File: src/hdl/ggsc_pkg.sv
// Shared types, widths and constants of the go-to-goal speed controller.
// Used by every module of the block; depends on nothing.
package ggsc_pkg;

   // Number of CORDIC micro-rotation stages (8 to 24).
   localparam int CORDIC_ITERATIONS = 16;

   localparam int PW     = 16;           // pose and target coordinates
   localparam int HW     = 15;           // heading
   localparam int DW     = PW + 1;       // goal minus pose
   localparam int PRE_SH = 8;            // Q5.10 to Q5.18 scaling
   localparam int XW     = DW + PRE_SH + 3; // CORDIC x/y, room for gain and sign
   localparam int ZW     = 17;           // angle accumulator, Q3.12
   localparam int EW     = ZW + 1;       // heading error
   localparam int GW     = 12;           // speed gain
   localparam int SW     = 15;           // speeds and tolerances
   localparam int INVW   = 16;           // 1/K in Q0.16
   localparam int PRODW  = XW - 1 + INVW;
   localparam int DIST_SHIFT = 24;
   localparam int DISTW  = PRODW - DIST_SHIFT;
   localparam int LINW   = GW + DISTW;
   localparam int GAIN_SHIFT = 8;

   localparam logic [INVW-1:0]        INV_GAIN_Q16 = INVW'(39797);
   localparam logic [PRODW-1:0]       DIST_ROUND   = PRODW'(1) << (DIST_SHIFT - 1);
   localparam logic signed [ZW-1:0]   PI_Q12       = ZW'(12868);
   localparam logic [EW-1:0]          ANG_MAX      = EW'(32767);

   localparam int CSR_IW = 3;
   localparam int CSR_DW = 16;

   typedef enum logic [CSR_IW-1:0] {
      CSR_TARGET_X   = 3'd0,
      CSR_TARGET_Y   = 3'd1,
      CSR_SPEED_GAIN = 3'd2,
      CSR_MAX_SPEED  = 3'd3,
      CSR_DIST_TOL   = 3'd4,
      CSR_ANGLE_TOL  = 3'd5
   } csr_index_type;

   localparam logic signed [PW-1:0] RST_TARGET_X   = PW'(1024);
   localparam logic signed [PW-1:0] RST_TARGET_Y   = PW'(1024);
   localparam logic [GW-1:0]        RST_SPEED_GAIN = GW'(256);
   localparam logic [SW-1:0]        RST_MAX_SPEED  = SW'(3072);
   localparam logic [SW-1:0]        RST_DIST_TOL   = SW'(102);
   localparam logic [SW-1:0]        RST_ANGLE_TOL  = SW'(819);

   typedef struct packed {
      logic signed [PW-1:0] target_x;
      logic signed [PW-1:0] target_y;
      logic [GW-1:0]        speed_gain;
      logic [SW-1:0]        max_speed;
      logic [SW-1:0]        distance_tolerance;
      logic [SW-1:0]        angle_tolerance;
   } cfg_type;

   // One item in flight through the CORDIC stages.
   typedef struct packed {
      logic                 valid;
      logic signed [XW-1:0] x;
      logic signed [XW-1:0] y;
      logic signed [ZW-1:0] z;
      logic signed [HW-1:0] heading;
   } cordic_type;

   // atan(2^-i) rounded to Q3.12.
   function automatic logic signed [ZW-1:0] atan_q12(input int i);
      logic signed [ZW-1:0] a;
      case (i)
         0:       a = ZW'(3217);
         1:       a = ZW'(1899);
         2:       a = ZW'(1003);
         3:       a = ZW'(509);
         4:       a = ZW'(256);
         5:       a = ZW'(128);
         6:       a = ZW'(64);
         7:       a = ZW'(32);
         8:       a = ZW'(16);
         9:       a = ZW'(8);
         10:      a = ZW'(4);
         11:      a = ZW'(2);
         12:      a = ZW'(1);
         default: a = '0;
      endcase
      return a;
   endfunction

endpackage

File: src/hdl/ggsc_pre.sv
// Input stage: goal offset, quadrant fold and Q5.18 scaling for the CORDIC.
// Depends on ggsc_pkg.
module ggsc_pre (
   input  logic                            clock,
   input  logic                            reset,
   input  logic                            adv,
   input  ggsc_pkg::cfg_type               cfg,
   input  logic                            in_valid,
   input  logic signed [ggsc_pkg::PW-1:0]  pos_x,
   input  logic signed [ggsc_pkg::PW-1:0]  pos_y,
   input  logic signed [ggsc_pkg::HW-1:0]  heading,
   output ggsc_pkg::cordic_type            pre_out
);

   logic signed [ggsc_pkg::DW-1:0] dx, dy, xm, ym;
   logic signed [ggsc_pkg::ZW-1:0] z0;
   ggsc_pkg::cordic_type stage_in, stage_ff;

   always_comb begin
      dx = {cfg.target_x[ggsc_pkg::PW-1], cfg.target_x} - {pos_x[ggsc_pkg::PW-1], pos_x};
      dy = {cfg.target_y[ggsc_pkg::PW-1], cfg.target_y} - {pos_y[ggsc_pkg::PW-1], pos_y};
      // Vectors in the left half plane are turned by pi first.
      if (dx[ggsc_pkg::DW-1]) begin
         xm = -dx;
         ym = -dy;
         z0 = dy[ggsc_pkg::DW-1] ? -ggsc_pkg::PI_Q12 : ggsc_pkg::PI_Q12;
      end else begin
         xm = dx;
         ym = dy;
         z0 = '0;
      end
      stage_in.valid   = in_valid;
      stage_in.x       = {{(ggsc_pkg::XW-ggsc_pkg::DW-ggsc_pkg::PRE_SH){xm[ggsc_pkg::DW-1]}},
                          xm, {ggsc_pkg::PRE_SH{1'b0}}};
      stage_in.y       = {{(ggsc_pkg::XW-ggsc_pkg::DW-ggsc_pkg::PRE_SH){ym[ggsc_pkg::DW-1]}},
                          ym, {ggsc_pkg::PRE_SH{1'b0}}};
      stage_in.z       = z0;
      stage_in.heading = heading;
   end

   always_ff @(posedge clock) begin
      if (reset) begin
         stage_ff.valid <= 1'b0;
      end else if (adv) begin
         stage_ff.valid <= stage_in.valid;
      end
      if (adv) begin
         stage_ff.x       <= stage_in.x;
         stage_ff.y       <= stage_in.y;
         stage_ff.z       <= stage_in.z;
         stage_ff.heading <= stage_in.heading;
      end
   end

   assign pre_out = stage_ff;

endmodule

File: config.mk
export PLATFORM = sky130hd
export DESIGN_NAME = ggsc_pre
export DESIGN_NICKNAME = d
export VERILOG_FILES = /design/src/hdl/ggsc_pkg.sv /design/src/hdl/ggsc_pre.sv
export SDC_FILE = /design/constraint.sdc
export NUM_CORES = 1
export LEC_CHECK = 0
export BUFFER_PORTS_ARGS = -buffer_cell sky130_fd_sc_hd__buf_2
export CAP_MARGIN = 5
export CORE_ASPECT_RATIO = 1.25
export CORE_MARGIN = 2
export CORE_UTILIZATION = 35
export CTS_CLUSTER_SIZE = 25
export DETAILED_ROUTE_END_ITERATION = 10
export SLEW_MARGIN = 20
export SYNTH_ARGS = -nofsm -noshare
export SYNTH_HDL_FRONTEND = slang
export SYNTH_SLANG_ARGS = --single-unit
File: constraint.sdc
create_clock -name clock -period 4.2 [get_ports clock]
set_clock_uncertainty 0.1 [all_clocks]
set_input_delay 0.21 -clock clock [delete_from_list [all_inputs] [get_ports clock]]
set_output_delay 0.21 -clock clock [all_outputs]
set_load 0.02 [all_outputs]
* After elaboration in Yosys (flattened, before gate mapping)
Index checks and enable logic that the tools add are counted.
** Storage, ports and cells
- Word-level logic and storage cells :: 12
- Output and inout port bits :: 89
- Register bits :: 67
- Input port bits :: 140
** Cells by class
- Mux-type cells :: 3
- Add/subtract/negate cells :: 4
** Operator list (count)
- $mux 17 :: 3
- $neg 17->17 :: 2
- $sub 16x16->17 :: 2

* Longest topological paths before layout
- Word-level depth :: 3
- Mapped depth :: 13

* Least setup slack after synthesis
No wires, ideal clock.
- Path kind :: in2reg
- Start point :: input cfg[73] (netlist bit)
- End point :: register, netlist name pre_out[84]
- Arrival time :: 2.784 ns
- Required time :: 3.959 ns
- Setup slack :: 1.175 ns
- Path buffers :: 0
- Library setup time :: 0.141 ns
- Cell stages on the path :: 11
- Cells stage by stage :: inv_1 ha_1 fa_1 nor2b_1 o21a_1 o31a_1 nor4_1 a211o_1 or4_4 or4_1 nor2_1
** On the way
- Word-level cells in the longest chain between the ends :: 3
** RTL lines
- start: declaration :: line ggsc_pre.sv:7 : input ggsc_pkg::cfg_type cfg,
- $sub 16x16->17 (*) :: line ggsc_pre.sv:20 : dx = {cfg.target_x[ggsc_pkg::PW-1], cfg.target_x} - {pos_x[ggsc_pkg::PW-1], pos_x};
- $neg 17->17 :: line ggsc_pre.sv:24 : xm = -dx;
- $mux 17 (*) :: line ggsc_pre.sv:23 : if (dx[ggsc_pkg::DW-1]) begin
Mark *: on every way between the ends. The rest lies on a longest branch, timed or not.
A chain may end at the register's enable or synchronous reset.

* Final worst setup path
- Start point :: input cfg[73] (netlist bit)
- End point :: register, netlist name pre_out[84]
** On the way
- Word-level cells in the longest chain between the ends :: 3
** RTL lines (line)
- $sub 16x16->17 (*) :: ggsc_pre.sv:20
- $neg 17->17 :: ggsc_pre.sv:24
- $mux 17 (*) :: ggsc_pre.sv:23
Marked as above.

==> flow_summary.ini <==
[detailed_routing]
ant_nets = 0
wl_per_cell_um = 13.06
wl_um = 10230
drt_iter0_markers = 153
drtPass1Iterations = 5
drc_errors = 0
vias_per_cell = 4.898
vias = 3835

[clock_tree]
clk_pin_slew_ns = 0.07
clk_latency_ns = 0.28
cts_root_buf = clkbuf_16
ctsResizeCount = 0
cts_sinks = 53
cts_buffers = 5
cts_tree = built
htree_levels = 2
ctsLongestPathBuffers = 2

[run]
drv_cap = 0

[timing]
fmax_ghz = 0.3298
rsz0062_at_grt = no
fin_setup_tns_ns = 0
worst_pin_slew_ns = 0.7037
finalSetupViolations = 0
hold_viol_final = 0
finalCritPeriodShare = 0.7219
max_slew_margin = 0.5309
fin_crit_ns = 3.032
drv_slew = 0
setup_slack_ns = 1.168

[die]
core_area_um2 = 12220
ios = 229
die_area_um2 = 13500
die_x_um = 104.3
initial_core_util = 0.3605
die_h_um = 129.4
row_count = 45

[critical_path]
reg2reg_depth = 2
r2r_start = pre_out[88]
crit_start = cfg[73]
r2r-end = pre_out[88]
regToRegSetupSlack_ns = 3.48
cp-end-kind = flip-flop
critPathMaxFanout = 5
critPathKind = primary input to flip-flop
worst_setup_path_start_kind = primary input
worstPathArrival_ns = 3.08
crit_required_ns = 4.25

[final_layout]
fin_area_um2 = 5396
area_growth_pct = 22.53
antenna_cells = 0
largest_reg_flops = 53
final_common_cell = buf_2
stdcell_count = 783
drive_gt1_frac = 0.2779
layout.nets = 795
final_cell_mix = buf_2, edfxtp_1, inv_1, ha_1, xnor2_1

[yosys]
syn_area_per_cell_um2 = 9.292
synth-edff-count = 52
yosysUniqueCellTypes = 65
seq_area_frac_synth = 0.3591
synthCells = 474
synth_ff_type = edfxtp_1
synth_area_um2 = 4404
yosys_warnings = 0
synth_seq_cells = 53
synthArstFlopShare = 0

[min_path]
whs_path_depth = 1
worstHoldStart = heading[9]
holdPathEnd = pre_out[9]
min_path_type = primary input to flip-flop

[global_routing]
grt_overflow = 0
grt_busiest_layer = met2
grt_pass1_wl_um = 16170
grt_pass1_vias = 3456
grtUsageMet2 = 0.2664
antenna_found_initial = 0
grt_usage = 0.1463
use_met3 = 0.02163
grt_max_degree = 54
grt.met1_usage = 0.1836

[status]
run_status = complete, no violations

[place]
place.gp.congestion = 0.8557
placed_area_um2 = 5149
dp_hpwl_um = 8085
port_buffers = 153
place_inst = 767
post-place-ws_ns = 0.8852

[power_and_ir_drop]
powerDensity_nw_per_um2 = 366.2
p_switching_uw = 689.8
p_clk_frac = 0.233
intPower_mw = 1.286
ir_drop_uv = 152.8
power_frac_seq = 0.367
p_sw_frac = 0.3491
pwr-share-comb = 0.400
power.total_mw = 1.976
leakagePower_nw = 2.469
==> logic make-up (layout without fill, tap and decap cells) <==
| family | Yosys count | after routing | synth area share |
|---|---|---|---|
| multiplexers | 1 | 1 | 0.002273 |
| AO/OA/AOI/OAI | 128 | 128 | 0.1918 |
| XOR/XNOR | 43 | 43 | 0.08551 |
| AND/OR/NAND/NOR | 124 | 124 | 0.1452 |
| other | 1 | 18 | 0.0008515 |
| buffers and inverters | 87 | 215 | 0.1068 |
| flip-flops | 53 | 53 | 0.3591 |
| adder cells (fa/ha/maj) | 37 | 37 | 0.1085 |
==> through the flow <==
stage,hold WS [ns],utilization
2_1_floorplan,0.1824,-
3_3_place_gp,0.2702,0.4214
3_5_place_dp,0.2709,0.4214
4_1_cts,0.0001557,0.4392
5_1_grt,0.002006,0.4417
6_report,0.007544,0.4417
==> worst max-delay path by stage <==
stage and endpoint:
4_1_cts pre_out[84], 2_1_floorplan pre_out[84], 6_report pre_out[84], 3_5_place_dp pre_out[81], 5_1_grt pre_out[79], 3_3_place_gp pre_out[84]
==> metal layers <==
layer  up-vias  share of wire  routed length (µm)
met5         -              0                   0
met4         0          0.012                 119
met3        10          0.061                 628
met2       146           0.48                4960
met1      1730           0.44                4520
li1       1949              -                   -
==> worst max-delay path, stage by stage <==
cell     delay, ns
buf_2         0.07
inv_1         0.03
ha_1          0.21
fa_1          0.40
nor2b_1       0.21
o21a_1        0.18
o31a_1        0.26
nor4_1        0.08
a211o_1       0.33
or4_4         0.50
or4_1         0.50
nor2_1        0.09
==> area by class of cell <==
class,count,area [µm²]
Fill cell,1218,6822
Multi-Input combinational cell,351,2416
Sequential cell,53,1582
Timing Repair Buffer,163,860.8
Tap cell,164,205.2
Inverter,44,165.2
Clock buffer,6,128.9
Clock inverter,2,38.79
==> synth_stat cells (7+ instances only) <==
master,n,area share
ha_1,35,0.099
nor2b_1,7,0.0099
nand2_1,24,0.020
a31oi_1,7,0.0099
o21a_1,15,0.026
nand2b_1,7,0.0099
nor3_1,14,0.016
nand3_1,9,0.010
o21ai_0,31,0.035
xor2_1,10,0.020
inv_1,43,0.037
xnor2_1,33,0.066
buf_4,36,0.061
a21oi_1,29,0.033
edfxtp_1,52,0.35
nor2_1,31,0.026
==> what timing repair did <==
| item | in CTS | in global routing |
|---|---|---|
| hold endpoints to repair | 5 | 3 |
| hold buffers | 5 | 3 |
| buffers inserted | 0 | 0 |
==> power groups by stage <==
stage | Combinational [mW] | Clock (mW) | Sequential, mW
2_1_floorplan | 0.472 | 0 | 0.850
3_3_place_gp | 0.777 | 0 | 0.737
3_5_place_dp | 0.786 | 0 | 0.738
4_1_cts | 0.792 | 0.477 | 0.727
5_1_grt | 0.867 | 0.498 | 0.734
6_report | 0.790 | 0.460 | 0.726
Power figures use the tool's default switching activity.
