==> src/hdl/ggsc_pkg.sv <==
// Shared types, widths and constants of the go-to-goal speed controller.
// Used by every module of the block; depends on nothing.
package ggsc_pkg;

   // Number of CORDIC micro-rotation stages (8 to 24).
   localparam int CORDIC_ITERATIONS = 16;

   localparam int PW     = 16;           // pose and target coordinates
   localparam int HW     = 15;           // heading
   localparam int DW     = PW + 1;       // goal minus pose
   localparam int PRE_SH = 8;            // Q5.10 to Q5.18 scaling
   localparam int XW     = DW + PRE_SH + 3; // CORDIC x/y, room for gain and sign
   localparam int ZW     = 17;           // angle accumulator, Q3.12
   localparam int EW     = ZW + 1;       // heading error
   localparam int GW     = 12;           // speed gain
   localparam int SW     = 15;           // speeds and tolerances
   localparam int INVW   = 16;           // 1/K in Q0.16
   localparam int PRODW  = XW - 1 + INVW;
   localparam int DIST_SHIFT = 24;
   localparam int DISTW  = PRODW - DIST_SHIFT;
   localparam int LINW   = GW + DISTW;
   localparam int GAIN_SHIFT = 8;

   localparam logic [INVW-1:0]        INV_GAIN_Q16 = INVW'(39797);
   localparam logic [PRODW-1:0]       DIST_ROUND   = PRODW'(1) << (DIST_SHIFT - 1);
   localparam logic signed [ZW-1:0]   PI_Q12       = ZW'(12868);
   localparam logic [EW-1:0]          ANG_MAX      = EW'(32767);

   localparam int CSR_IW = 3;
   localparam int CSR_DW = 16;

   typedef enum logic [CSR_IW-1:0] {
      CSR_TARGET_X   = 3'd0,
      CSR_TARGET_Y   = 3'd1,
      CSR_SPEED_GAIN = 3'd2,
      CSR_MAX_SPEED  = 3'd3,
      CSR_DIST_TOL   = 3'd4,
      CSR_ANGLE_TOL  = 3'd5
   } csr_index_type;

   localparam logic signed [PW-1:0] RST_TARGET_X   = PW'(1024);
   localparam logic signed [PW-1:0] RST_TARGET_Y   = PW'(1024);
   localparam logic [GW-1:0]        RST_SPEED_GAIN = GW'(256);
   localparam logic [SW-1:0]        RST_MAX_SPEED  = SW'(3072);
   localparam logic [SW-1:0]        RST_DIST_TOL   = SW'(102);
   localparam logic [SW-1:0]        RST_ANGLE_TOL  = SW'(819);

   typedef struct packed {
      logic signed [PW-1:0] target_x;
      logic signed [PW-1:0] target_y;
      logic [GW-1:0]        speed_gain;
      logic [SW-1:0]        max_speed;
      logic [SW-1:0]        distance_tolerance;
      logic [SW-1:0]        angle_tolerance;
   } cfg_type;

   // One item in flight through the CORDIC stages.
   typedef struct packed {
      logic                 valid;
      logic signed [XW-1:0] x;
      logic signed [XW-1:0] y;
      logic signed [ZW-1:0] z;
      logic signed [HW-1:0] heading;
   } cordic_type;

   // atan(2^-i) rounded to Q3.12.
   function automatic logic signed [ZW-1:0] atan_q12(input int i);
      logic signed [ZW-1:0] a;
      case (i)
         0:       a = ZW'(3217);
         1:       a = ZW'(1899);
         2:       a = ZW'(1003);
         3:       a = ZW'(509);
         4:       a = ZW'(256);
         5:       a = ZW'(128);
         6:       a = ZW'(64);
         7:       a = ZW'(32);
         8:       a = ZW'(16);
         9:       a = ZW'(8);
         10:      a = ZW'(4);
         11:      a = ZW'(2);
         12:      a = ZW'(1);
         default: a = '0;
      endcase
      return a;
   endfunction

endpackage

==> src/hdl/ggsc_cordic.sv <==
// Pipelined CORDIC vectoring unit, one micro-rotation per register stage.
// Depends on ggsc_pkg for widths, iteration count and the angle table.
module ggsc_cordic (
   input  logic                 clock,
   input  logic                 reset,
   input  logic                 adv,
   input  ggsc_pkg::cordic_type cin,
   output ggsc_pkg::cordic_type cout
);

   localparam int N = ggsc_pkg::CORDIC_ITERATIONS;

   ggsc_pkg::cordic_type stage[0:N];

   assign stage[0] = cin;

   for (genvar i = 0; i < N; i++) begin : g_iter
      logic signed [ggsc_pkg::XW-1:0] xc, yc, xs, ys;
      ggsc_pkg::cordic_type nxt_in, nxt_ff;

      assign xc = stage[i].x;
      assign yc = stage[i].y;
      assign xs = xc >>> i;
      assign ys = yc >>> i;

      always_comb begin
         nxt_in = stage[i];
         // Rotate toward the x axis; the sign of y picks the direction.
         if (!yc[ggsc_pkg::XW-1]) begin
            nxt_in.x = xc + ys;
            nxt_in.y = yc - xs;
            nxt_in.z = stage[i].z + ggsc_pkg::atan_q12(i);
         end else begin
            nxt_in.x = xc - ys;
            nxt_in.y = yc + xs;
            nxt_in.z = stage[i].z - ggsc_pkg::atan_q12(i);
         end
      end

      always_ff @(posedge clock) begin
         if (reset) begin
            nxt_ff.valid <= 1'b0;
         end else if (adv) begin
            nxt_ff.valid <= nxt_in.valid;
         end
         if (adv) begin
            nxt_ff.x       <= nxt_in.x;
            nxt_ff.y       <= nxt_in.y;
            nxt_ff.z       <= nxt_in.z;
            nxt_ff.heading <= nxt_in.heading;
         end
      end

      assign stage[i+1] = nxt_ff;
   end

   assign cout = stage[N];

endmodule

==> config.mk <==
export PLATFORM = sky130hd
export DESIGN_NAME = ggsc_cordic
export DESIGN_NICKNAME = d
export VERILOG_FILES = /design/src/hdl/ggsc_pkg.sv /design/src/hdl/ggsc_cordic.sv
export SDC_FILE = /design/constraint.sdc
export NUM_CORES = 2
export LEC_CHECK = 0
export BUFFER_PORTS_ARGS = -buffer_cell sky130_fd_sc_hd__buf_2
export CORE_MARGIN = 2
export CORE_UTILIZATION = 45
export DETAILED_ROUTE_END_ITERATION = 10
export GPL_TIMING_DRIVEN = 0
export PLACE_DENSITY = 0.7
export RECOVER_POWER = 100
export SYNTH_ARGS = -nofsm -noshare
export SYNTH_HDL_FRONTEND = slang
export SYNTH_SLANG_ARGS = --single-unit
==> constraint.sdc <==
create_clock -name clock -period 10 [get_ports clock]
set_input_delay 0.5 -clock clock [delete_from_list [all_inputs] [get_ports clock]]
set_output_delay 0.5 -clock clock [all_outputs]
set_load 0.05 [all_outputs]
== Word-level counts from Yosys, hierarchy flattened ==
Index checks and enable logic that the tools add are counted.
Storage, ports and cells
  logic and storage cells: 185
  register bits: 1424
  input bits: 92
  output and inout port bits: 89
Cells by class
  add/sub/neg operators: 89
  mux-type cells: 16
Operators with widths (count)
  $mux 73: 16
  $add 28x13->28: 2
  $add 28x14->28: 2
  $add 28x15->28: 2
  $add 28x16->28: 2
  $add 28x17->28: 2
  $add 28x18->28: 2
  $add 28x19->28: 2
  $add 28x20->28: 2
  $add 28x21->28: 2
  $add 28x22->28: 2
  $add 28x23->28: 2
  $add 28x24->28: 2
  $add 28x25->28: 2
  $add 28x26->28: 2
  $add 28x27->28: 2
  $sub 28x13->28: 2
  $sub 28x14->28: 2
  $sub 28x15->28: 2
  $sub 28x16->28: 2
  $sub 28x17->28: 2
  $sub 28x18->28: 2
  $sub 28x19->28: 2
  $sub 28x20->28: 2
  33 further kinds: 43

== Depth between registers and ports, before layout ==
  word-level depth: 2
  gate-level depth with buffers: 20
  gate-level depth less buffers: 19

== Worst setup path before layout ==
OpenSTA, ideal clock, no wires.
  path kind: register to register
  start: register g_iter[11].nxt_ff, in the netlist g_iter[12].yc[18]
  end: register g_iter[12].nxt_ff, in the netlist g_iter[13].xc[27], data pin
  slack: 5400 ps
  setup time: 261 ps
  buffers on the path: 0
  arrival: 4339 ps
  cell stages (with the launch flop): 14
  period minus slack after synthesis: 4600 ps
  required time: 9739 ps
  cells stage by stage: edfxtp_1 > or4_1 > nor4b_1 > a31oi_1 > xnor2_1 > ha_1 > a21o_1 > a21o_1 > a2111oi_0 > o21ai_0 > a221oi_1 > o311ai_0 > o211ai_1 > xnor2_1
RTL lines
  from (decl): line ggsc_cordic.sv:19  | ggsc_pkg::cordic_type nxt_in, nxt_ff;
  to (decl): line ggsc_cordic.sv:19

== Final worst setup path ==
  start: input adv
  end: register g_iter[0].nxt_ff, in the netlist g_iter[1].yc[9], enable pin
RTL lines
  from (decl): line ggsc_cordic.sv:6  | input logic adv,
  to (decl): line ggsc_cordic.sv:19
No word-level cell between the ends.

==> reports/qor.csv <==
stage,metric,value,unit
synth,total of flip-flops plus latches after synthesis,1423,
synth,Post-synth EDFFs,1407,
drt,Post-Route WL,278600,microns
drt,post-detailed-route DRC marker count,0,
timing,fmax,134.6,MHz
worst_setup_path,r2r startpoint,g_iter[12].yc[27],
drt,post-DR wirelength/cell,19.11,microns
worst_setup_path,Worst path slowest cell,clkbuf_1,
drt,Final ANT Viol Nets,0,
die,placeable core region,237600,sq um
clock_tree,post-cts gate resize count,0,
worst_setup_path,reg-to-reg setup timing slack,3.53,ns
die,die height,492.6,microns
clock_tree,number of buffers created by CTS,164,
die,I/O pin cnt,181,
timing,setup TNS after final layout,0,ns
placement,I/O Buffers,178,
worst_setup_path,crit-path most repeated cell,buf_16,
worst_setup_path,launch point of the critical path,adv,
worst_setup_path,Critical Path Start Type,input port,
synth,number of instances in the synthesized netlist,10910,
worst_setup_path,type of element capturing the critical path,flop,
synth,share of flip-flops with an asynchronous set or reset,0,
drt,Via Count,83200,
synth,synthesized area per cell,9.850,sq um
synth,number of library cell types mapped by synthesis,93,
worst_setup_path,slowest cell delay on critical path,3.41,ns
clock_tree,TritonCTS clock tree,yes,
clock_tree,# H-tree levels,4,
global_route,number of antenna violations at the first check in global routing,2,
flow_run,Max-Cap Viols,6,
drt,drt pass-1 iters,9,
clock_tree,number of clock sinks,1423,
timing,Fin Clk Skew,0.04017,ns
min_path,type of the most critical hold path,input port to flop,
worst_setup_path,"Critical Path, Cell by Cell",clkbuf_1 -> buf_16 -> clkbuf_2 -> buf_16,
worst_setup_path,data arrival at the endpoint of the critical path,7.85,ns
global_route,largest net degree at the start of global routing,188,
worst_setup_path,CP max FO,155,
worst_setup_path,critical path type,input port to flop,
worst_setup_path,Critical path destination,g_iter[1].yc[9],
status,failing checks,"capacitance limit, slew limit",
global_route,Overflow after GRT,0,
final_layout,most common library cell in the layout ignoring fill and taps,edfxtp_1,
clock_tree,clock latency of the later-clocked register in the worst-skew pair,0.82,ns
synth,Most used DFF post-synth,edfxtp_1,
drt,Via density,5.709,
global_route,Global Route Usage Sum,0.2233,
placement,half-perimeter wire length of the detailed placement result,220200,microns
final_layout,layout overhead on the synthesized area,9.606,%
final_layout,final net count,12550,
timing,Min Hold Slack,0.2100,ns
timing,hold violation total from the final report,0,
timing,fin crit period,7.430,ns
worst_setup_path,CP required,10.42,ns
synth,sequential-to-total area share from yosys stat,0.3963,
clock_tree,maximum count of clock buffers along a single path,3,
die,number of placement rows,179,
synth,Mapped Area,107400,sq um
timing,Setup-failing EPs final,0,
worst_setup_path,Reg-to-Reg End,g_iter[13].xc[27],
global_route,number of global-route vias before repair,80620,
drt,number of DRC markers in iteration 0,6006,
synth,number of nets in the synthesized netlist,12180,
final_layout,most used cells in the layout excluding fill and tap cells,"edfxtp_1 (1407), ha_1 (1140), nor2_1 (1090)",
global_route,global-route wire length before repair,439200,microns
worst_setup_path,number of cell instances on the worst register-to-register path,13,
die,Initial Utilization,0.4521,
die,Die Area,242600,sq um
clock_tree,"Clk pin slew, worst setup/hold paths",0.06,ns
timing,count of pins over their slew limit,722,
clock_tree,root buffer selected by CTS,clkbuf_16,
timing,transition time at the pin with the least slew margin,5.134,ns
placement,placer congestion estimate,0.9417,
timing,worst-case headroom to the max-slew limit,-2.422,
synth,Yosys warnings,0,
die,Die W,492.6,microns
timing,period utilisation layout,0.7430,
timing,unrepaired setup endpoints after global routing,no,
final_layout,layout cell share with drive strength beyond 1,0.03902,
status,run status,finished with violations,
## routing by layer
metal	track usage	share of wire
met1	0.2774	0.43
met2	0.3978	0.50
met3	0.02514	0.040
met4	0.08146	0.037
met5	0	0.00084
## cell families after synthesis
kind of cell	synth area share
muxes	0.009656
DFF	0.3963
AOI/OAI and AO/OA	0.1721
buffers and inverters	0.02660
and+or+nand+nor	0.1415
adders and majority gates	0.1414
xor gates and xnor gates	0.1124
## what timing repair did
item                      CTS  global route
setup buffers               0             0
hold buffers               17             0
hold endpoints to repair   22             0
## area by class of cell
class                           count  area [sq um]
Clock inverter                    107         972.2
Inverter                          589          2211
Timing Repair Buffer              205          1104
Clock buffer                      187          4285
Sequential cell                  1423         42570
Antenna cell                        3         7.507
Buffer                            172         646.9
Tap cell                         3167          3963
Fill cell                       21790        119900
Multi-Input combinational cell   8721         61980
## stage by stage
| stage | util | setup WS, ns | instance area [sq um] | instances |
|---|---|---|---|---|
| final | 0.4955 | 2.570 | 117700 | 14570 |
| after global routing | 0.4955 | 1.637 | 117700 | 14570 |
| after floorplan | - | 5.400 | 107400 | 10910 |
| after global placement | 0.4725 | -13.72 | 112300 | 14250 |
| after detailed placement | 0.4736 | 3.693 | 112500 | 14260 |
| after CTS | 0.4964 | 3.621 | 118000 | 14570 |
## synthesized netlist by cell type (45+ instances only)
master | instances | area (sq um)
a211oi_1 | 101 | 758.2
a21boi_0 | 48 | 360.4
a21o_1 | 354 | 2658
a21oi_1 | 1045 | 5230
a31oi_1 | 128 | 800.8
and2_1 | 69 | 431.7
and3_1 | 116 | 725.7
clkbuf_1 | 140 | 525.5
edfxtp_1 | 1407 | 42250
fa_1 | 46 | 920.9
ha_1 | 1140 | 14260
inv_1 | 581 | 2181
mux2_2 | 45 | 506.7
mux2i_1 | 53 | 530.5
nand2_1 | 569 | 2136
nand2b_1 | 122 | 763.2
nand3_1 | 193 | 965.9
nand4_1 | 68 | 425.4
nor2_1 | 1090 | 4091
nor2b_1 | 191 | 1195
nor3_1 | 296 | 1481
nor4_1 | 92 | 575.6
o211ai_1 | 68 | 510.5
o21a_1 | 143 | 1074
o21ai_0 | 519 | 2597
o21bai_1 | 137 | 1028
or3_1 | 86 | 538.0
xnor2_1 | 933 | 8172
xor2_1 | 443 | 3880
## how the worst min path moves through the flow
stage | start | end | depth (start not counted)
finish | cin[18] | g_iter[0].nxt_ff[18] | 3
global route | cin[18] | g_iter[0].nxt_ff[18] | 3
CTS | cin[15] | g_iter[0].nxt_ff[15] | 2
detailed placement | g_iter[14].nxt_ff[0] | cout[0] | 0
global placement | g_iter[7].nxt_ff[7] | g_iter[8].nxt_ff[7] | 0
floorplan | g_iter[14].nxt_ff[0] | cout[0] | 0
## critical path, delay by kind of cell
kind	cells	cell delay, ns
buf+inv	4	6.80
## state kept, by name, summed over array words and instances, names as in the netlist
name and flops:
g_iter.nxt_ff 479, g_iter.xc 420, g_iter.yc 419, cout 89
g_iter.nxt_in 16
Power is not shown: default switching activity piles up to over one toggle a cycle in this logic, so the estimate is an artifact.
