==> config.mk <==
export PLATFORM = sky130hd
export DESIGN_NAME = ggsc_post
export DESIGN_NICKNAME = d
export VERILOG_FILES = /design/src/hdl/ggsc_pkg.sv /design/src/hdl/ggsc_post.sv
export SDC_FILE = /design/constraint.sdc
export NUM_CORES = 1
export LEC_CHECK = 0
export ABC_CLOCK_PERIOD_IN_PS = 9100
export BUFFER_PORTS_ARGS = -buffer_cell sky130_fd_sc_hd__clkbuf_2
export CORE_ASPECT_RATIO = 1.75
export CORE_MARGIN = 2
export CORE_UTILIZATION = 45
export DETAILED_ROUTE_END_ITERATION = 7
export GPL_TIMING_DRIVEN = 0
export PLACE_DENSITY_LB_ADDON = 0.12
export SETUP_SLACK_MARGIN = 0.05
export SLEW_MARGIN = 10
export SYNTH_ARGS = -nofsm -noshare
export SYNTH_HDL_FRONTEND = slang
export SYNTH_SLANG_ARGS = --single-unit
==> constraint.sdc <==
create_clock -name clock -period 9.1 [get_ports clock]
set_input_delay 1.82 -clock clock [delete_from_list [all_inputs] [get_ports clock]]
set_output_delay 1.82 -clock clock [all_outputs]
set_load 0.03 [all_outputs]
==> src/hdl/ggsc_pkg.sv <==
// Shared types, widths and constants of the go-to-goal speed controller.
// Used by every module of the block; depends on nothing.
package ggsc_pkg;

   // Number of CORDIC micro-rotation stages (8 to 24).
   localparam int CORDIC_ITERATIONS = 16;

   localparam int PW     = 16;           // pose and target coordinates
   localparam int HW     = 15;           // heading
   localparam int DW     = PW + 1;       // goal minus pose
   localparam int PRE_SH = 8;            // Q5.10 to Q5.18 scaling
   localparam int XW     = DW + PRE_SH + 3; // CORDIC x/y, room for gain and sign
   localparam int ZW     = 17;           // angle accumulator, Q3.12
   localparam int EW     = ZW + 1;       // heading error
   localparam int GW     = 12;           // speed gain
   localparam int SW     = 15;           // speeds and tolerances
   localparam int INVW   = 16;           // 1/K in Q0.16
   localparam int PRODW  = XW - 1 + INVW;
   localparam int DIST_SHIFT = 24;
   localparam int DISTW  = PRODW - DIST_SHIFT;
   localparam int LINW   = GW + DISTW;
   localparam int GAIN_SHIFT = 8;

   localparam logic [INVW-1:0]        INV_GAIN_Q16 = INVW'(39797);
   localparam logic [PRODW-1:0]       DIST_ROUND   = PRODW'(1) << (DIST_SHIFT - 1);
   localparam logic signed [ZW-1:0]   PI_Q12       = ZW'(12868);
   localparam logic [EW-1:0]          ANG_MAX      = EW'(32767);

   localparam int CSR_IW = 3;
   localparam int CSR_DW = 16;

   typedef enum logic [CSR_IW-1:0] {
      CSR_TARGET_X   = 3'd0,
      CSR_TARGET_Y   = 3'd1,
      CSR_SPEED_GAIN = 3'd2,
      CSR_MAX_SPEED  = 3'd3,
      CSR_DIST_TOL   = 3'd4,
      CSR_ANGLE_TOL  = 3'd5
   } csr_index_type;

   localparam logic signed [PW-1:0] RST_TARGET_X   = PW'(1024);
   localparam logic signed [PW-1:0] RST_TARGET_Y   = PW'(1024);
   localparam logic [GW-1:0]        RST_SPEED_GAIN = GW'(256);
   localparam logic [SW-1:0]        RST_MAX_SPEED  = SW'(3072);
   localparam logic [SW-1:0]        RST_DIST_TOL   = SW'(102);
   localparam logic [SW-1:0]        RST_ANGLE_TOL  = SW'(819);

   typedef struct packed {
      logic signed [PW-1:0] target_x;
      logic signed [PW-1:0] target_y;
      logic [GW-1:0]        speed_gain;
      logic [SW-1:0]        max_speed;
      logic [SW-1:0]        distance_tolerance;
      logic [SW-1:0]        angle_tolerance;
   } cfg_type;

   // One item in flight through the CORDIC stages.
   typedef struct packed {
      logic                 valid;
      logic signed [XW-1:0] x;
      logic signed [XW-1:0] y;
      logic signed [ZW-1:0] z;
      logic signed [HW-1:0] heading;
   } cordic_type;

   // atan(2^-i) rounded to Q3.12.
   function automatic logic signed [ZW-1:0] atan_q12(input int i);
      logic signed [ZW-1:0] a;
      case (i)
         0:       a = ZW'(3217);
         1:       a = ZW'(1899);
         2:       a = ZW'(1003);
         3:       a = ZW'(509);
         4:       a = ZW'(256);
         5:       a = ZW'(128);
         6:       a = ZW'(64);
         7:       a = ZW'(32);
         8:       a = ZW'(16);
         9:       a = ZW'(8);
         10:      a = ZW'(4);
         11:      a = ZW'(2);
         12:      a = ZW'(1);
         default: a = '0;
      endcase
      return a;
   endfunction

endpackage

==> src/hdl/ggsc_post.sv <==
// Back end: gain correction, heading error, tolerance decisions and the
// speed command output register. Depends on ggsc_pkg.
module ggsc_post (
   input  logic                       clock,
   input  logic                       reset,
   input  logic                       adv,
   input  ggsc_pkg::cfg_type          cfg,
   input  ggsc_pkg::cordic_type       pin,
   output logic                       out_valid,
   output logic [ggsc_pkg::SW-1:0]    linear_speed,
   output logic [ggsc_pkg::SW-1:0]    angular_speed
);

   // Stage A: distance product and absolute heading error.
   logic [ggsc_pkg::XW-2:0]        xpos;
   logic signed [ggsc_pkg::EW-1:0] err;
   logic [ggsc_pkg::EW-1:0]        err_abs_in, err_abs_ff;
   logic [ggsc_pkg::PRODW-1:0]     prod_in, prod_ff;
   logic                           a_valid_ff;

   always_comb begin
      xpos = pin.x[ggsc_pkg::XW-1] ? '0 : pin.x[ggsc_pkg::XW-2:0];
      prod_in = ggsc_pkg::PRODW'(xpos) * ggsc_pkg::PRODW'(ggsc_pkg::INV_GAIN_Q16);
      err = {pin.z[ggsc_pkg::ZW-1], pin.z}
            - {{(ggsc_pkg::EW-ggsc_pkg::HW){pin.heading[ggsc_pkg::HW-1]}}, pin.heading};
      err_abs_in = err[ggsc_pkg::EW-1] ? ggsc_pkg::EW'(-err) : ggsc_pkg::EW'(err);
   end

   // Stage B: rounded distance and the two threshold tests.
   logic [ggsc_pkg::PRODW-1:0] prod_rnd;
   logic [ggsc_pkg::DISTW-1:0] dist_in, dist_ff;
   logic                       far_ff, turn_ff, b_valid_ff;
   logic [ggsc_pkg::SW-1:0]    ang_in, ang_ff;

   always_comb begin
      prod_rnd = prod_ff + ggsc_pkg::DIST_ROUND;
      dist_in  = prod_rnd[ggsc_pkg::PRODW-1:ggsc_pkg::DIST_SHIFT];
      ang_in   = (err_abs_ff > ggsc_pkg::ANG_MAX) ? ggsc_pkg::SW'(ggsc_pkg::ANG_MAX)
                                                  : err_abs_ff[ggsc_pkg::SW-1:0];
   end

   // Stage C: gain product, speed ceiling and the result register.
   logic [ggsc_pkg::LINW-1:0]                    lin_full;
   logic [ggsc_pkg::LINW-ggsc_pkg::GAIN_SHIFT-1:0] lin_sh;
   logic [ggsc_pkg::SW-1:0]                      lin_sat, lin_in, ang_out_in;
   logic                                         out_valid_ff;
   logic [ggsc_pkg::SW-1:0]                      lin_ff, ang_out_ff;

   always_comb begin
      lin_full = ggsc_pkg::LINW'(cfg.speed_gain) * ggsc_pkg::LINW'(dist_ff);
      lin_sh   = lin_full[ggsc_pkg::LINW-1:ggsc_pkg::GAIN_SHIFT];
      lin_sat  = (lin_sh > (ggsc_pkg::LINW-ggsc_pkg::GAIN_SHIFT)'(cfg.max_speed))
                 ? cfg.max_speed : lin_sh[ggsc_pkg::SW-1:0];
      lin_in     = '0;
      ang_out_in = '0;
      if (far_ff) begin
         if (turn_ff) begin
            ang_out_in = ang_ff;
         end else begin
            lin_in = lin_sat;
         end
      end
   end

   always_ff @(posedge clock) begin
      if (reset) begin
         a_valid_ff   <= 1'b0;
         b_valid_ff   <= 1'b0;
         out_valid_ff <= 1'b0;
      end else if (adv) begin
         a_valid_ff   <= pin.valid;
         b_valid_ff   <= a_valid_ff;
         out_valid_ff <= b_valid_ff;
      end
      if (adv) begin
         prod_ff    <= prod_in;
         err_abs_ff <= err_abs_in;
         dist_ff    <= dist_in;
         far_ff     <= dist_in > ggsc_pkg::DISTW'(cfg.distance_tolerance);
         turn_ff    <= err_abs_ff > ggsc_pkg::EW'(cfg.angle_tolerance);
         ang_ff     <= ang_in;
         lin_ff     <= lin_in;
         ang_out_ff <= ang_out_in;
      end
   end

   assign out_valid     = out_valid_ff;
   assign linear_speed  = lin_ff;
   assign angular_speed = ang_out_ff;

endmodule

# After elaboration in Yosys (flattened, before gate mapping)
# Cells that the tools add are included.
# totals
reg_bits	130
input_bits	181
elab_cells	27
# op_classes
mul	2
muxes	3
reduce_logical	2
n_bitwise	1
n_addsub	3
magnitude_cmp	4
# op_table
op	count
adder 43 x 24 -> 43 bit (second input constant)	1
multiplier 27 x 16 -> 43 bit (second input constant)	1
multiplier 12 x 19 -> 31 bit	1
2-to-1 mux 27 bit	1
greater-than comparator 23 x 15 -> 1 bit	1
greater-than comparator 19 x 15 -> 1 bit	1
greater-than comparator 18 x 15 -> 1 bit	1
greater-than comparator 18 x 15 -> 1 bit (second input constant)	1
negation 18 bit	1
subtractor 17 x 15 -> 18 bit	1
2-to-1 mux 17 bit	1
2-to-1 mux 15 bit	1
AND reduction 2 bit	1
OR reduction 2 bit	1
NOT 1 bit	1

# Longest topological paths before layout
# Gate-level depths: netlist of run 1.
# depth
depth_word	3
depth_mapped	31
ltp_nobuf	27

# Least setup slack after synthesis of run 1
# Ideal clock, no wire load.
# synth_timing
path_type	input -> register
from	in cfg[53] (netlist name)
to	reg lin_ff (netlist bit linear_speed[0]) (data pin)
arrival_ns	8.370
stages	28
slack_ns	0.561
required_time_ns	8.931
cell_sequence	clkbuf_1 clkbuf_1 nand2_1 fa_1 inv_1 fa_1 fa_1 fa_1 inv_1 fa_1 inv_1 ha_1 clkbuf_1 a21oi_1 o21ai_0 a211oi_1 nand2_1 a221oi_1 xnor2_1 ha_1 a21o_1 a21o_1 a21oi_1 nand2_1 o21ai_0 nand4b_1 or4_1 o31ai_1
# synth_via
elab_chain_cells	3
# synth_lines
element	line_no	source
start: declaration	ggsc_post.sv:7	input ggsc_pkg::cfg_type cfg,
multiplier 12 x 19 -> 31 bit (*)	ggsc_post.sv:50	lin_full = ggsc_pkg::LINW'(cfg.speed_gain) * ggsc_pkg::LINW'(dist_ff);
greater-than comparator 23 x 15 -> 1 bit	ggsc_post.sv:52	lin_sat = (lin_sh > (ggsc_pkg::LINW-ggsc_pkg::GAIN_SHIFT)'(cfg.max_speed))
2-to-1 mux 15 bit (*)	ggsc_post.sv:53	? cfg.max_speed : lin_sh[ggsc_pkg::SW-1:0];
end signal: assignment	ggsc_post.sv:82	lin_ff <= lin_in;
end: declaration	ggsc_post.sv:47	logic [ggsc_pkg::SW-1:0] lin_ff, ang_out_ff;
# Every way passes the cells marked *; elsewhere a longest branch is shown, timed or not.
# A chain may end at the register's enable or synchronous reset.

# Worst setup path in the final report of run 1
# layout_timing
from	in cfg[53] (netlist name)
to	reg lin_ff (netlist bit linear_speed[5]) (data pin)
# Same word-level chain as after synthesis.

==> results of run 1 <==
## stage by stage
| stage | cells | setup TNS [ns] |
|---|---|---|
| after CTS | 2940 | 0 |
| final | 2954 | 0 |
| after floorplan | 2190 | 0 |
| after global placement | 2920 | -26.79 |
| after global routing | 2954 | 0 |
| after detailed placement | 2921 | -28.79 |
## placed cells by master, fill, tap and decap left out, drive strengths merged, types with 18 or more instances in the layout
master	count
inv	545
fa	360
ha	295
nand2	196
clkbuf	196
edfxtp	104
a21oi	76
and2	74
nor2	52
o21ai	52
xnor2	51
nor2b	36
nand3	34
xor2	32
buf	32
a21o	28
nand2b	26
and3	24
nand4	18
## registers in the layout, indices dropped and copies added (netlist names)
register	cells
prod_ff	20
dist_ff	19
err_abs_ff	18
ang_ff	15
angular_speed	15
linear_speed	15
a_valid_ff	1
b_valid_ff	1
far_ff	1
out_valid	1
turn_ff	1
## routing by layer
metal / vias up / wire, um / GRT usage
li1: 7235 / - / -
met1: 7517 / 17900 / 0.217
met2: 325 / 29100 / 0.434
met3: 121 / 1740 / 0.0269
met4: 12 / 2590 / 0.0999
met5: - / 70 / 0
## worst max path at each step
| stage | slack [ns] | start | depth (start not counted) | end |
|---|---|---|---|---|
| finish | 0.37 | cfg[53] | 30 | linear_speed[5] |
| global route | 0.05 | cfg[50] | 31 | linear_speed[12] |
| CTS | 0.05 | pin[87] | 20 | prod_ff[41] |
| detailed placement | -1.62 | cfg[52] | 29 | linear_speed[6] |
| global placement | -1.61 | cfg[53] | 29 | linear_speed[6] |
| floorplan | 0.56 | cfg[53] | 28 | linear_speed[0] |
## what timing repair did
| action | CTS | global route |
|---|---|---|
| cloned | 0 | 0 |
| buffers inserted | 3 | 14 |
| pin swaps | 2 | 2 |
| hold buffers | 0 | 0 |
| resized for setup | 51 | 49 |
| endpoints found under the setup margin | 22 | 20 |
## cell type report
type | count | area [sq um] | share of cell area
inverter | 541 | 2030 | 0.0867
timing repair buffer | 160 | 875 | 0.0373
clock buffer | 9 | 225 | 0.00961
tap | 588 | 736 | 0.0314
sequential | 107 | 3180 | 0.136
clock inverter | 7 | 76.3 | 0.00326
buffer | 59 | 333 | 0.0142
multi-input combinational | 1483 | 16000 | 0.682
## worst reg2reg max path, delay by kind of cell, from the launching register on
family	cells	cell delay [ns]
simple gates	4	0.56
flops	1	0.37
compound gates	10	1.92
buf+inv	7	1.29
fa+ha+maj	7	3.17
xor+xnor	1	0.22
## cell families (layout without fill, tap and decap cells)
logic type / after synthesis / after routing / share of synthesized area
flip-flops: 107 / 107 / 0.150
buffers and inverters: 600 / 776 / 0.107
AO/OA/AOI/OAI: 234 / 234 / 0.0726
multiplexers: 7 / 7 / 0.00330
AND/OR/NAND/NOR: 504 / 504 / 0.120
adder cells (fa/ha/maj): 655 / 655 / 0.513
XOR/XNOR: 83 / 83 / 0.0343
==> run metrics, run 1 <==
largest cells by area after synthesis=fa_1 (34%), ha_1 (17%), edfxtp_1 (15%); TritonCTS buffer count=9; Post-DRT Antenna Nets=0; Die Height=291 um; CP max stage delay=between 0.5 and 0.6 ns; hold_sp=out_valid; layout cells sized above 1=0.106; Port Buf Inserts=142; top cell type by total area after synthesis=fa_1; first-pass GRT wire length=82300 um; unrepaired setup endpoints after global routing=no; Rel. slew slack=0.270; clock-pin slew on the worst setup and hold paths=about 0.08 ns; Total Wirelength=51400 um; Placer Congestion=0.907; count leader, synth=inv_1; pre-CTS WS=-1.62 ns; Clock Sinks=107; Post-Syn Nets=3026; DRT iter0 DRCs=524; Worst Path Max Fanout=10; Synth Area per Inst=9.69 sq um; post-synthesis cell type count=72; post-synthesis async set-or-reset flop share=0; final-report hold violation count=0; number of enable flip-flop cells after synthesis=104; Worst-Skew Late Latency=0.38 ns; Worst-Margin Slew=1.09 ns; number of global-route vias before repair=16605; top cell type's share of synthesized area=0.340; RR Startpoint=dist_ff[11]; vias per cell=5.15; initial antenna violation count=6; hold depth=2; cell mode on critical path=fa_1; Fillers=about 4400; DIE AREA=slightly below 50000 sq um; Max Cap Violations=0; routed len/inst=approximately 17 um; Tmin final=8.73 ns; post-synthesis cell count=2190; flops & latches, synth=107; total grt overflow=0; DRC Markers=0; DP Area=22700 sq um; core box area=46800 sq um; Final Core Density=0.501; Cell Area, Synth=21200 sq um; Clock Path Buffers=2; PnR worst setup slack=0.365 ns; row cnt=roughly 110; worst reg2reg setup slack=1.30 ns; Reg2Reg Depth=29; startpoint types=primary input; dpl hpwl=45000 um; crit path DAT=8.84 ns; Pre-antenna DRT Iters=5; Final Skew=0.0122 ns; Total GRT Usage=0.216; H-tree Lvls=3; largest net degree at the start of global routing=108; CTS root buffer=clkbuf_16; post-synthesis sequential area ratio=0.150; Starting Density=0.454; Via Count=roughly 15000; Area Overhead vs Synth=10.4%; I/O Pins=roughly 210; Max Freq=about 0.11 GHz; family with the most delay on the worst path=adder cells; Worst Hold Class=flop to flop; synth cell count leaders=inv_1 (541), fa_1 (360), ha_1 (295); final-report max-slew violation count=0; Most used DFF post-synth=edfxtp_1; Die X=approximately 170 um; Min-Delay Endpoint=out_valid; nets=3197; final-report setup violation count=0; Final Hold Slack=0.507 ns; total number of yosys warnings=0; crit path capture type=flop; Antenna diodes=0; CTS tree=built; r2r endpoint=linear_speed[5]; CP max-delay cell=fa_1; status=complete, no violations; Critical Path RT=9.21 ns; Worst Path Buf+Inv=8; final worst-path cycle share=0.960; critical path type=primary input to flop; final instance area=23400 sq um
Power of run 1 is left out: the tool's default activity adds up to more than one toggle a clock period on the data nets, which glitch-free logic cannot reach.
==> inputs of run 2 (changes only) <==
==> constraint.sdc (replaced) <==
create_clock -name clock -period 9.1 [get_ports clock]
set_input_delay 2.73 -clock clock [delete_from_list [all_inputs] [get_ports clock]]
set_output_delay 2.73 -clock clock [all_outputs]
set_load 0.03 [all_outputs]
==> run 2 against run 1 <==
Compared with the run above:
- cell area increased by 5.1%
- sequential share of layout area decreased by 0.66 points
- first-iteration DRC count decreased by 2.1%
- clock-buffer cell count unchanged
- via count increased by 1.7%
- die area unchanged
- register-to-register slack improved by 0.52 ns
- fmax decreased by 1.8%
- critical path type unchanged
- critical endpoint is now linear_speed[0]
==> run metrics, run 2 (synthesis results as in run 1) <==
startpoint types=primary input (unchanged); Die X=168 um (unchanged); Starting Density=0.454 (unchanged); Worst Hold Class=flop to flop (unchanged); max reg flops=20 (unchanged); status=complete, no violations (unchanged); CTS tree=built (unchanged); Total GRT Usage=0.219 (was 0.216); Critical Path RT=9.31 ns (was 9.21 ns); unrepaired setup endpoints after global routing=yes (was no); Clock Path Buffers=2 (unchanged); PnR worst setup slack=0.203 ns (was 0.365 ns); CTS root buffer=clkbuf_16 (unchanged); worst reg2reg setup slack=1.82 ns (was 1.30 ns); largest net degree at the start of global routing=108 (unchanged); critical path type=primary input to flop (unchanged); Worst Path Buf+Inv=5 (was 8); Post-DRT Antenna Nets=0 (unchanged); first-pass GRT wire length=83800 um (was 82300 um); Final Skew=0.00942 ns (was 0.0122 ns); dpl hpwl=44800 um (was 45000 um); cell mode on critical path=fa_1 (unchanged); total grt overflow=0 (unchanged); Clock Sinks=107 (unchanged); final-report setup violation count=0 (unchanged); DIE AREA=49000 sq um (unchanged); top sig layer=met5 (unchanged); Total Wirelength=52600 um (was 51400 um); CP max-delay cell=fa_1 (unchanged); TritonCTS buffer count=9 (unchanged); Area Overhead vs Synth=16.1% (was 10.4%); largest reg by FF count=prod_ff (unchanged); family with the most delay on the worst path=adder cells (unchanged); core box area=46800 sq um (unchanged); routed wl met3=1430 um (was 1740 um); layout cells sized above 1=0.160 (was 0.106); Pre-antenna DRT Iters=7 (was 5); final worst-path cycle share=0.978 (was 0.960); Max Freq=0.112 GHz (was 0.114 GHz); Worst-Skew Late Latency=0.37 ns (was 0.38 ns); DRT iter0 DRCs=513 (was 524); DRC Markers=0 (unchanged); top flop regs=prod_ff: 20 flops, dist_ff: 19 flops, err_abs_ff: 18 flops (unchanged); pre-CTS WS=-1.76 ns (was -1.62 ns); Tmin final=8.90 ns (was 8.73 ns); Die Height=291 um (unchanged); most common cell after layout, fill and taps aside=inv_1 (unchanged); Via Count=15473 (was 15210); WL met2=30500 um (was 29100 um); Worst-Margin Slew=0.851 ns (was 1.09 ns); routed len/inst=17.4 um (about the same); nets=3254 (was 3197); crit path capture type=flop (unchanged); crit path DAT=9.11 ns (was 8.84 ns); Placer Congestion=0.909 (was 0.907); Fillers=4367 (was 4422); H-tree Lvls=3 (unchanged); CP max stage delay=0.55 ns (about the same); final-report hold violation count=0 (unchanged); I/O Pins=212 (unchanged); vias per cell=5.14 (was 5.15); row cnt=105 (unchanged); Rel. slew slack=0.433 (was 0.270); number of global-route vias before repair=17039 (was 16605); Max Cap Violations=0 (unchanged); Port Buf Inserts=142 (unchanged); final-report max-slew violation count=0 (unchanged); commonest non-fill, non-tap cells in the layout=inv_1 (533), fa_1 (349), ha_1 (280) (was inv_1 (541), fa_1 (360), ha_1 (295)); Worst Path Max Fanout=10 (unchanged); clock-pin slew on the worst setup and hold paths=0.08 ns (about the same); met1 wire length=18600 um (was 17900 um); initial antenna violation count=7 (was 6)
==> run 2: cell types whose count changed in the layout (fill, tap and decap cells not counted), sizes merged <==
cell	before	now
buf	32	94
clkbuf	196	191
clkinv	3	2
diode	0	1
inv	545	546
==> run 2: cell type report <==
class / instances / area (sq um) / area share
flip-flops and latches: 107 / 3180 / 0.129
multi-input cells: 1483 / 16400 / 0.666
repair buffers: 224 / 1410 / 0.0573
plain buffers: 52 / 557 / 0.0226
inverters: 541 / 2030 / 0.0824
clock inverters: 7 / 76.3 / 0.00310
well taps: 588 / 736 / 0.0299
clock buffers: 9 / 225 / 0.00914
diodes: 1 / 2.50 / 0.000102
==> run 2: worst register-to-register path: cells and delay by family (launching register included) <==
family,cells,cell delay (ns)
flops,1,0.36
simple gates,5,0.98
xor+xnor,1,0.17
fa+ha+maj,7,3.07
buf+inv,6,0.97
compound gates,9,1.54
==> run 2: repair_timing <==
| item | 4_1_cts | 5_1_grt |
|---|---|---|
| hold buffers | 0 | 0 |
| pin swaps | 31 | 74 |
| gates cloned | 0 | 2 |
| endpoints found under the setup margin | 35 | 21 |
| setup buffers | 50 | 30 |
| resized for setup | 143 | 75 |
==> run 2: worst paths after layout <==
kind                    from              end  cells past startpoint
setup / recovery     cfg[56]  linear_speed[0]                     27
hold reg to reg   b_valid_ff       b_valid_ff                      2
hold / removal    b_valid_ff       b_valid_ff                      2
setup reg to reg  dist_ff[9]  linear_speed[0]                     28
==> run 2: layer usage <==
metal / track usage / vias to the layer above
met2: 0.445 / 291
li1: - / 7342
met3: 0.0212 / 108
met1: 0.225 / 7720
met4: 0.0843 / 12
met5: 0 / -
==> run 2: metrics by stage <==
step	instances	instance area [sq um]	utilization	TNS, ns	hold WS (ns)
CTS	2982	24100	0.515	0	0.512
detailed placement	2920	22700	0.486	-45.49	0.493
finish	3012	24600	0.527	0	0.508
floorplan	2190	21300	-	0	0.460
global route	3012	24600	0.527	0	0.561
global placement	2920	22700	0.486	-40.97	0.479
Power of run 2 is left out for the same reason.
